==> src/hdl/rds_matched_fir_filter_top_defines.svh <==
// ----------------------------------------------------------------------------
// RDS matched FIR filter assertion macros
// Shared property forms for the concurrent checks of the filter.
// ----------------------------------------------------------------------------
`ifndef RDS_MATCHED_FIR_FILTER_TOP_DEFINES_SVH
`define RDS_MATCHED_FIR_FILTER_TOP_DEFINES_SVH

// same-cycle implication, sampled on clk, quiet during reset
`define RDSMF_ASSERT_NOW(label, ante, cons) \
	label: assert property (@(posedge clk) disable iff (!arst_n) (ante) |-> (cons)) \
		else $error("rdsmf check failed");

// next-cycle implication, sampled on clk, quiet during reset
`define RDSMF_ASSERT_NEXT(label, ante, cons) \
	label: assert property (@(posedge clk) disable iff (!arst_n) (ante) |=> (cons)) \
		else $error("rdsmf check failed");

`endif

==> src/hdl/rdsmf_pkg.sv <==
// ----------------------------------------------------------------------------
// RDS matched FIR filter package
// Widths, coefficient table, control types and states shared by the filter.
// ----------------------------------------------------------------------------
`default_nettype none

package rdsmf_pkg;

	localparam int SampleW   = 16;
	localparam int CoefW     = 16;
	localparam int ProdW     = SampleW + CoefW;
	localparam int AccW      = 40;
	localparam int CoefCount = 83;
	localparam int CoefIdxW  = $clog2(CoefCount);
	localparam int TapIdxW   = 8;
	localparam int TapsDef   = 83;

	typedef logic signed [SampleW-1:0] sample_t;
	typedef logic signed [CoefW-1:0]   coef_t;
	typedef logic signed [ProdW-1:0]   prod_t;
	typedef logic signed [AccW-1:0]    acc_t;

	typedef enum logic [1:0] {
		ST_IDLE,
		ST_RUN,
		ST_DRAIN,
		ST_DONE
	} state_t;

	typedef struct packed {
		logic clear;
		logic mul_en;
	} mac_ctl_t;

	localparam coef_t CoefTable [CoefCount] = '{
		-16'sd3,   -16'sd4,   -16'sd4,   -16'sd3,   -16'sd2,
		-16'sd1,    16'sd1,    16'sd3,    16'sd5,    16'sd7,
		 16'sd9,    16'sd10,   16'sd11,   16'sd10,   16'sd8,
		 16'sd4,   -16'sd2,   -16'sd10,  -16'sd20,  -16'sd32,
		-16'sd46,  -16'sd62,  -16'sd80,  -16'sd98,  -16'sd117,
		-16'sd136, -16'sd154, -16'sd170, -16'sd184, -16'sd195,
		-16'sd202, -16'sd205, -16'sd203, -16'sd197, -16'sd186,
		-16'sd170, -16'sd150, -16'sd125, -16'sd97,  -16'sd66,
		-16'sd34,   16'sd0,    16'sd34,   16'sd66,   16'sd97,
		 16'sd125,  16'sd150,  16'sd170,  16'sd186,  16'sd197,
		 16'sd203,  16'sd205,  16'sd202,  16'sd195,  16'sd184,
		 16'sd170,  16'sd154,  16'sd136,  16'sd117,  16'sd98,
		 16'sd80,   16'sd62,   16'sd46,   16'sd32,   16'sd20,
		 16'sd10,   16'sd2,   -16'sd4,   -16'sd8,   -16'sd10,
		-16'sd11,  -16'sd10,  -16'sd9,   -16'sd7,   -16'sd5,
		-16'sd3,   -16'sd1,    16'sd1,    16'sd2,    16'sd3,
		 16'sd4,    16'sd4,    16'sd3
	};

	// taps past the table carry a zero coefficient
	function automatic coef_t coef_at(input logic [TapIdxW-1:0] idx);
		coef_t c;
		c = '0;
		if (idx < TapIdxW'(CoefCount)) begin
			c = CoefTable[idx[CoefIdxW-1:0]];
		end
		return c;
	endfunction

endpackage

`default_nettype wire

==> src/hdl/rds_matched_fir_filter_top.sv <==
// ----------------------------------------------------------------------------
// RDS matched FIR filter top level
// Matched filter for the baseband RDS bit shape over a TAPS-deep sample line.
// ----------------------------------------------------------------------------
// Each accepted request shifts its sample into a TAPS-entry shift line, which
// then recirculates once past a single 16x16 multiplier so that tap i meets
// coefficient i, newest sample against coefficient 0. A request runs through
// the RUN, DRAIN and DONE states to a result in the output register, set by
// the one shared multiply-accumulate unit; the input stalls until the machine
// is back in IDLE, which DONE leaves only once the output register is free.
// The output register lets the next request start while the previous result
// waits. Results are 40-bit sums scaled by 2^11.
`default_nettype none

`include "rds_matched_fir_filter_top_defines.svh"

module rds_matched_fir_filter_top #(
	parameter int TAPS = rdsmf_pkg::TapsDef
) (
	input  wire logic               clk,
	input  wire logic               arst_n,
	input  wire rdsmf_pkg::sample_t sample_in,
	input  wire logic               sample_valid,
	output logic                    sample_stall,
	output rdsmf_pkg::acc_t         filtered_out,
	output logic                    filtered_valid,
	input  wire logic               filtered_stall
);
	import rdsmf_pkg::*;

	localparam int CntW = $clog2(TAPS);

	state_t         state_q;
	state_t         state_nxt;
	logic [CntW-1:0] cnt_q;
	sample_t        line_q [TAPS];
	mac_ctl_t       mac_ctl;
	acc_t           acc;
	acc_t           out_q;
	logic           out_vld_q;
	logic           in_acc;
	logic           out_free;
	logic           rotate;
	logic           last_tap;

	assign in_acc   = sample_valid && !sample_stall;
	assign out_free = !out_vld_q || !filtered_stall;
	assign last_tap = (cnt_q == CntW'(TAPS - 1));

	always_comb begin
		state_nxt = state_q;
		case (state_q)
			ST_IDLE: begin
				if (sample_valid) begin
					state_nxt = ST_RUN;
				end
			end
			ST_RUN: begin
				if (last_tap) begin
					state_nxt = ST_DRAIN;
				end
			end
			ST_DRAIN: begin
				state_nxt = ST_DONE;
			end
			ST_DONE: begin
				if (out_free) begin
					state_nxt = ST_IDLE;
				end
			end
			default: begin
				state_nxt = ST_IDLE;
			end
		endcase
	end

	always_comb begin
		sample_stall   = 1'b1;
		rotate         = 1'b0;
		mac_ctl.clear  = 1'b0;
		mac_ctl.mul_en = 1'b0;
		case (state_q)
			ST_IDLE: begin
				sample_stall  = 1'b0;
				mac_ctl.clear = sample_valid;
			end
			ST_RUN: begin
				rotate         = 1'b1;
				mac_ctl.mul_en = 1'b1;
			end
			ST_DRAIN: begin
			end
			ST_DONE: begin
			end
			default: begin
			end
		endcase
	end

	always_ff @(posedge clk or negedge arst_n) begin
		if (!arst_n) begin
			state_q <= ST_IDLE;
			cnt_q   <= '0;
		end else begin
			state_q <= state_nxt;
			if (in_acc) begin
				cnt_q <= '0;
			end else if (rotate && !last_tap) begin
				cnt_q <= cnt_q + CntW'(1);
			end
		end
	end

	// shift in on a request, recirculate toward the head while summing
	always_ff @(posedge clk or negedge arst_n) begin
		if (!arst_n) begin
			for (int k = 0; k < TAPS; k++) begin
				line_q[k] <= '0;
			end
		end else if (in_acc) begin
			line_q[0] <= sample_in;
			for (int k = 1; k < TAPS; k++) begin
				line_q[k] <= line_q[k-1];
			end
		end else if (rotate) begin
			line_q[TAPS-1] <= line_q[0];
			for (int k = 0; k < TAPS - 1; k++) begin
				line_q[k] <= line_q[k+1];
			end
		end
	end

	rdsmf_mac u_mac (
		.clk    (clk),
		.arst_n (arst_n),
		.ctl    (mac_ctl),
		.sample (line_q[0]),
		.coef   (coef_at(TapIdxW'(cnt_q))),
		.acc    (acc)
	);

	always_ff @(posedge clk or negedge arst_n) begin
		if (!arst_n) begin
			out_vld_q <= 1'b0;
		end else if (state_q == ST_DONE && out_free) begin
			out_vld_q <= 1'b1;
		end else if (!filtered_stall) begin
			out_vld_q <= 1'b0;
		end
	end

	always_ff @(posedge clk) begin
		if (state_q == ST_DONE && out_free) begin
			out_q <= acc;
		end
	end

	assign filtered_out   = out_q;
	assign filtered_valid = out_vld_q;

	`RDSMF_ASSERT_NEXT(a_accept_starts, in_acc, state_q == ST_RUN && cnt_q == '0)
	`RDSMF_ASSERT_NOW(a_cnt_range, state_q == ST_RUN, cnt_q <= CntW'(TAPS - 1))
	`RDSMF_ASSERT_NEXT(a_done_loads, state_q == ST_DONE && out_free, out_vld_q && state_q == ST_IDLE)
	`RDSMF_ASSERT_NEXT(a_run_ends, state_q == ST_RUN && last_tap, state_q == ST_DRAIN)

endmodule

`default_nettype wire

==> src/hdl/rdsmf_mac.sv <==
// ----------------------------------------------------------------------------
// RDS matched FIR filter multiply-accumulate unit
// One registered sample-by-coefficient product per cycle while mul_en is set,
// summed into a 40-bit wrapping accumulator.
// ----------------------------------------------------------------------------
`default_nettype none

module rdsmf_mac (
	input  wire logic              clk,
	input  wire logic              arst_n,
	input  wire rdsmf_pkg::mac_ctl_t ctl,
	input  wire rdsmf_pkg::sample_t  sample,
	input  wire rdsmf_pkg::coef_t    coef,
	output rdsmf_pkg::acc_t          acc
);
	import rdsmf_pkg::*;

	prod_t prod_s1;
	logic  prod_vld_s1;
	acc_t  acc_q;

	always_ff @(posedge clk or negedge arst_n) begin
		if (!arst_n) begin
			prod_vld_s1 <= 1'b0;
		end else begin
			prod_vld_s1 <= ctl.mul_en;
		end
	end

	always_ff @(posedge clk) begin
		if (ctl.mul_en) begin
			prod_s1 <= ProdW'(sample * coef);
		end
	end

	always_ff @(posedge clk or negedge arst_n) begin
		if (!arst_n) begin
			acc_q <= '0;
		end else if (ctl.clear) begin
			acc_q <= '0;
		end else if (prod_vld_s1) begin
			acc_q <= acc_q + AccW'(prod_s1);
		end
	end

	assign acc = acc_q;

endmodule

`default_nettype wire
==> config.mk <==
export PLATFORM = sky130hd
export DESIGN_NAME = rds_matched_fir_filter_top
export DESIGN_NICKNAME = d
export VERILOG_FILES = /design/src/hdl/rdsmf_pkg.sv /design/src/hdl/rds_matched_fir_filter_top.sv /design/src/hdl/rdsmf_mac.sv
export VERILOG_INCLUDE_DIRS = /design/src /design/src/hdl
export SDC_FILE = /design/constraint.sdc
export NUM_CORES = 2
export LEC_CHECK = 0
export ABC_AREA = 1
export ABC_CLOCK_PERIOD_IN_PS = 8600
export BUFFER_PORTS_ARGS = -buffer_cell sky130_fd_sc_hd__buf_2
export CAP_MARGIN = 20
export CORE_MARGIN = 2
export CORE_UTILIZATION = 45
export CTS_CLUSTER_DIAMETER = 100
export DETAILED_ROUTE_END_ITERATION = 6
export SLEW_MARGIN = 0
export SYNTH_ARGS = -nofsm -noshare
export SYNTH_HDL_FRONTEND = slang
export SYNTH_HIERARCHICAL = 1
export SYNTH_SLANG_ARGS = --single-unit
==> constraint.sdc <==
create_clock -name clk -period 8.6 [get_ports clk]
set_clock_uncertainty 0.2 [all_clocks]
set_input_delay 0.43 -clock clk [delete_from_list [all_inputs] [get_ports clk]]
set_output_delay 0.43 -clock clk [all_outputs]
set_load 0.05 [all_outputs]
* Word level (Yosys, flattened, before mapping)
Memories as Yosys holds them, arrays and structs flattened.
Cells that the tools add are included.
W data, S select, Z words.
** Storage, ports and cells
- Flip-flop bits (word level) :: 1451
- Bits in latches :: 0
- Bits in writable memories :: 0
- ROM bits :: 2048
- Output and inout bits :: 42
- Word-level logic and storage cells :: 135
- Memories kept :: 1
** Cells by class
- $add $sub $neg :: 2
- Multipliers :: 1
- Div/mod/pow operators :: 0
- Order comparisons :: 2
- Equal/unequal tests :: 8
- Shift-type cells :: 0
- Mux-type cells :: 18
- Bitwise logic cells :: 1
- Reduce and logical (&&, ||, !) cells :: 12
** Memories
- (name not given) :: depth 128, width 16, rd ports 1, clocked after Yosys merged registers in 0, write ports 0, line rdsmf_pkg.sv:60 : c = CoefTable[idx[CoefIdxW-1:0]];
** Operator list (count)
- $mux W1328 :: 2
- $mux W40 :: 2
- $mux W16 :: 3
- $add A40 B32 Y40 :: 1
- $mul A16 B16 Y32 :: 1
- $mux W7 :: 2
- $ge A8 B8 Y1 const B :: 1
- $not A7 Y8 :: 1
- $pmux W2 S4 :: 1
- $add A7 B1 Y7 const B :: 1
- $eq A7 B7 Y1 const B :: 1
- $lt A7 B7 Y1 const B :: 1
- $mux W2 :: 3
- $ne A2 B2 Y1 const B :: 3
- $reduce_bool A2 Y1 :: 3
- $mux W1 :: 5
- $eq A2 B2 Y1 const B :: 2
- $logic_and A1 B1 Y1 :: 3
- $logic_not A1 Y1 :: 3
- $reduce_and A3 Y1 :: 1
- $eq A2 B1 Y1 const B :: 1
- $logic_not A2 Y1 :: 1
- $ne A2 B1 Y1 const B :: 1
- $logic_or A1 B1 Y1 :: 1

* Depth between registers and ports, before layout
- Depth after elaboration :: 6
- Depth in mapped cells :: 36
- Gate-level depth less buffers :: 35

* By module
Netlist, hierarchy kept.
** Modules (own cells, without submodules)
- rds_matched_fir_filter_top :: instances 1, cells each 7575, area each 63816.2 sq um
- rdsmf_mac :: instances 1, cells each 2241, area each 16191.8 sq um

* Worst setup path after synthesis
Ideal clock, no wire load.
- Path type :: register to register
- From :: register cnt_q[0]
- To :: register u_mac.prod_s1[31] (data pin)
- Library setup time :: 0.253 ns
- Arrival :: 6.583 ns
- Setup slack :: 1.564 ns
- Stages on the path, launching flop included :: 31
- Path buffers :: 2
- Clock period less this slack :: 7.036 ns
- Path through :: dfrtp_1 inv_1 ha_1 nor2_1 nor2_1 nand2_1 a21boi_1 nand3_1 a21oi_1 clkbuf_1 clkbuf_1 nand2_1 fa_1 inv_1 fa_1 inv_1 fa_1 fa_1 fa_1 inv_1 fa_1 ha_1 inv_1 nor3_1 nand2_1 nor3_1 nand2_1 nand2_1 inv_1 nand2_1 nand2_1
** On the way
- Word-level cells in the longest chain between the ends :: 6
- Elaborated cells on any way between the ends :: 7
- Classes of those cells :: mul (1); order compare (1); mux (3); bitwise (1); memory (1)
** RTL lines
- start, declared :: line rds_matched_fir_filter_top.sv:35 : logic [CntW-1:0] cnt_q;
- start signal, assigned :: line rds_matched_fir_filter_top.sv:109 : cnt_q <= cnt_q + CntW'(1);
- $not A7 Y8 (implied by the code) :: line rdsmf_pkg.sv:60
- $mem_v2 Z128 W16
- $mux W16 (implied by the code) (2 in a row) :: line rdsmf_pkg.sv:60
- $mux W16 (*) :: line rdsmf_pkg.sv:59 : if (idx < TapIdxW'(CoefCount)) begin
- $mul A16 B16 Y32 (*) :: line rdsmf_mac.sv:32 : prod_s1 <= ProdW'(sample * coef);
- end signal, assigned :: line rdsmf_mac.sv:32
- end, declared :: line rdsmf_mac.sv:18 : prod_t prod_s1;
Every way passes the cells marked *; elsewhere a longest branch is shown, timed or not. The select of a mux whose other input is x is not followed.
A chain may end at the register's enable or synchronous reset.

* Worst setup path after layout
- From :: register cnt_q[0]
- To :: register u_mac.prod_s1[30] (data pin)
The elaborated chain is that of the path after synthesis.

==> impl_metrics.env <==
export IMPL_first_global_vias=60960
export IMPL_die_h_um=425.7
export IMPL_grt_use_total=0.2025
export IMPL_cp_max_fo=16
export IMPL_min_period_ns=7.771
export IMPL_async_reset_ff_frac=0.9504
export IMPL_clk_pin_slew_ns=0.06
export IMPL_setup_viol=0
export IMPL_rrSetupSlack_ns=0.83
export IMPL_slew_headroom=0.1393
export IMPL_ioPinCount=62
export IMPL_num_nets_final=9954
export IMPL_setup_tns_ns=0
export IMPL_outcome="completed"
export IMPL_hold_violations=0
export IMPL_crit_type="flop to flop"
export IMPL_synth_edf_count=72
export IMPL_pre_cts_ws_ns=0.8374
export IMPL_io_buffers=61
export IMPL_cts_hold_buffers_added=19
export IMPL_place_area_um2=81530
export IMPL_dieArea_um2=181200
export IMPL_yosysUniqueCellTypes=46
export IMPL_syn_avg_cell_area_um2=8.151
export IMPL_dr_total_vias=62950
export IMPL_floorplan_initialDensity=0.4533
export IMPL_wl_per_cell_um=15.03
export IMPL_cp_data_arrival_time_ns=8.10
export IMPL_top_layer_used="met4"
export IMPL_cts_buffers=165
export IMPL_worstPathRequired_ns=8.93
export IMPL_grt_max_degree=278
export IMPL_synth_top_area_cell="dfrtp_1"
export IMPL_syn_to_final_growth_pct=9.294
export IMPL_globalplace_congestion=0.8850
export IMPL_hold_class="primary input to async pin"
export IMPL_ys_seq_elements=1451
export IMPL_maxSlewViolCount=0
export IMPL_finish_instance_area_um2=87440
export IMPL_die_x_um=425.7
export IMPL_wl_met2_mm=80.23
export IMPL_tightest_slew_ns=1.291
export IMPL_synth_top_area_frac=0.4313
export IMPL_ant_nets=0
export IMPL_crit_slowest_cell="fa_1"
export IMPL_synth_nets=10230
export IMPL_yosysSeqAreaShare=0.4583
export IMPL_route_detailed_drc=0
export IMPL_synth_warnings=6
export IMPL_synth_ff_type="dfrtp_1"
export IMPL_row_count=154
export IMPL_synth_area_top_cells="dfrtp_1 (43%), o21ai_1 (17%), inv_1 (9.1%), o21ai_0 (8.6%), fa_1 (6.6%)"
export IMPL_slowest_delay_ns=0.66
export IMPL_ctsResizeCount=0
export IMPL_dpl_hpwl_mm=112.3
export IMPL_crit_path_start_kind="flop"
export IMPL_synth_cells=9816
export IMPL_core_um2=176500
export IMPL_max_freq_mhz=128.7
export IMPL_antenna_found_initial=7
export IMPL_drive_above_1_share=0.05441
export IMPL_cts_sinks=1451
export IMPL_cts_max_level=4
export IMPL_fin_crit_sh=0.9036
export IMPL_drt_iter0_drc=5848
export IMPL_routed_wl_mm=180.4
export IMPL_clockBufferDepth=3
export IMPL_cts_tree="done"
export IMPL_hold_slack_ns=0.06365
export IMPL_post_drt_via_cell_ratio=5.242
export IMPL_clkLatencyLatePin_ns=0.83
export IMPL_wl_met3_mm=7.040
export IMPL_drv_cap=0
export IMPL_rsz0062_at_grt="false"
export IMPL_dr_pass1_iters=6
export IMPL_final_setup_worst_slack_ns=0.8291
export IMPL_cts_root_buf="clkbuf_16"
export IMPL_path_common_cell="nand2_1"
export IMPL_endpoint_kind="flop"
export IMPL_post_cts_buffers=0
export IMPL_syn_cell_area_um2=80010
export IMPL_m1WireLength_mm=90.06
export IMPL_overflow=0
export IMPL_grt_pass1_wl_mm=311.3
==> metal layers <==
metal	track usage	vias to the layer above
met3	0.02912	206
met2	0.3089	942
met4	0.04558	0
met1	0.3048	30380
li1	-	31430
met5	0	-
==> registers in the layout, indices dropped and copies added, names as in the netlist <==
| name | flops |
|---|---|
| line_q | 1328 |
| filtered_out | 40 |
| u_mac/acc | 40 |
| u_mac/prod_s1 | 32 |
| cnt_q | 7 |
| state_q | 2 |
| filtered_valid | 1 |
| u_mac/prod_vld_s1 | 1 |
==> final cells by class <==
class	instances	area (um^2)
clock inverters	57	780.7
flip-flops and latches	1451	36670
inverters	1950	7327
diodes	2	5.005
repair buffers	221	1909
clock buffers	241	4846
fillers	17010	89060
multi-input cells	5747	32980
well taps	2340	2928
==> cell usage after synthesis (6+ instances only) <==
library cell	number
nor2_1	138
clkbuf_1	241
nand4_1	29
xor2_1	20
buf_2	406
buf_4	14
nor2_2	11
nand3_1	114
xnor2_1	11
o21bai_1	7
nor3_1	7
a21oi_1	79
ha_1	135
fa_1	263
inv_2	7
dfrtp_1	1379
inv_1	1943
nand2_2	20
edfxtp_1	72
o21ai_0	1367
nand2_1	815
o21ai_2	6
o21ai_1	2674
nand3b_1	9
==> cells in the final DEF, fill, tap and decap left out, drive strengths merged <==
cell type and n:
dlygate4sd3 19, inv 1956, and2 4, nor3 11, a211oi 1, buf 202
a31oi 4, and3 1, clkinvlp 2, xnor2 11, nor2 150, a21o 2
nand2 835, ha 135, nor4 1, clkbuf 241, o211ai 4, xor2 20
o21a 1, diode 2, dfrtp 1379, nand3 118, clkinv 39, a22o 3
bufinv 10, a21boi 4, nand3b 9, edfxtp 72, a221oi 1, o21bai 7
or2 4, o21ai 4047, a21oi 80, fa 263, nand4 29, o31ai 2
==> critical path, delay by kind of cell, from the launching register on <==
kind	cells	cell delay, ns
flops	1	0.56
compound gates	1	0.19
buf+inv	10	1.24
fa+ha+maj	8	3.75
simple gates	14	1.57
==> path summary, 6_finish.rpt <==
check	endpoint	start	cells after the start
worst min-delay path	line_q[627]$_DFFE_PN0P_	arst_n	2
worst min register to register	filtered_out[36]$_DFFE_PP_	u_mac/acc[36]$_DFFE_PN0P_	0
worst max register to register	u_mac/prod_s1[30]$_DFFE_PP_	cnt_q[0]$_DFFE_PN0P_	33
worst max-delay path	u_mac/prod_s1[30]$_DFFE_PP_	cnt_q[0]$_DFFE_PN0P_	33
max in group asynchronous	line_q[912]$_DFFE_PN0P_	arst_n	4
min in group clk	line_q[1327]$_DFFE_PN0P_	sample_in[15]	4
==> cells by family after synthesis <==
group | synth area share
buffers and inverters | 0.1302
xor gates and xnor gates | 0.003394
DFF | 0.4583
AOI/OAI and AO/OA | 0.2614
and+or+nand+nor | 0.05974
adders and majority gates | 0.08692
==> stage by stage <==
stage          instances  utilization
6_report           12010       0.4954
5_1_grt            12010       0.4954
4_1_cts            12000       0.4949
3_5_place_dp       11690       0.4619
3_3_place_gp       11690       0.4619
2_1_floorplan       9816            -
Power is not shown: default switching activity piles up to over one toggle a cycle in this logic, so the estimate is an artifact.
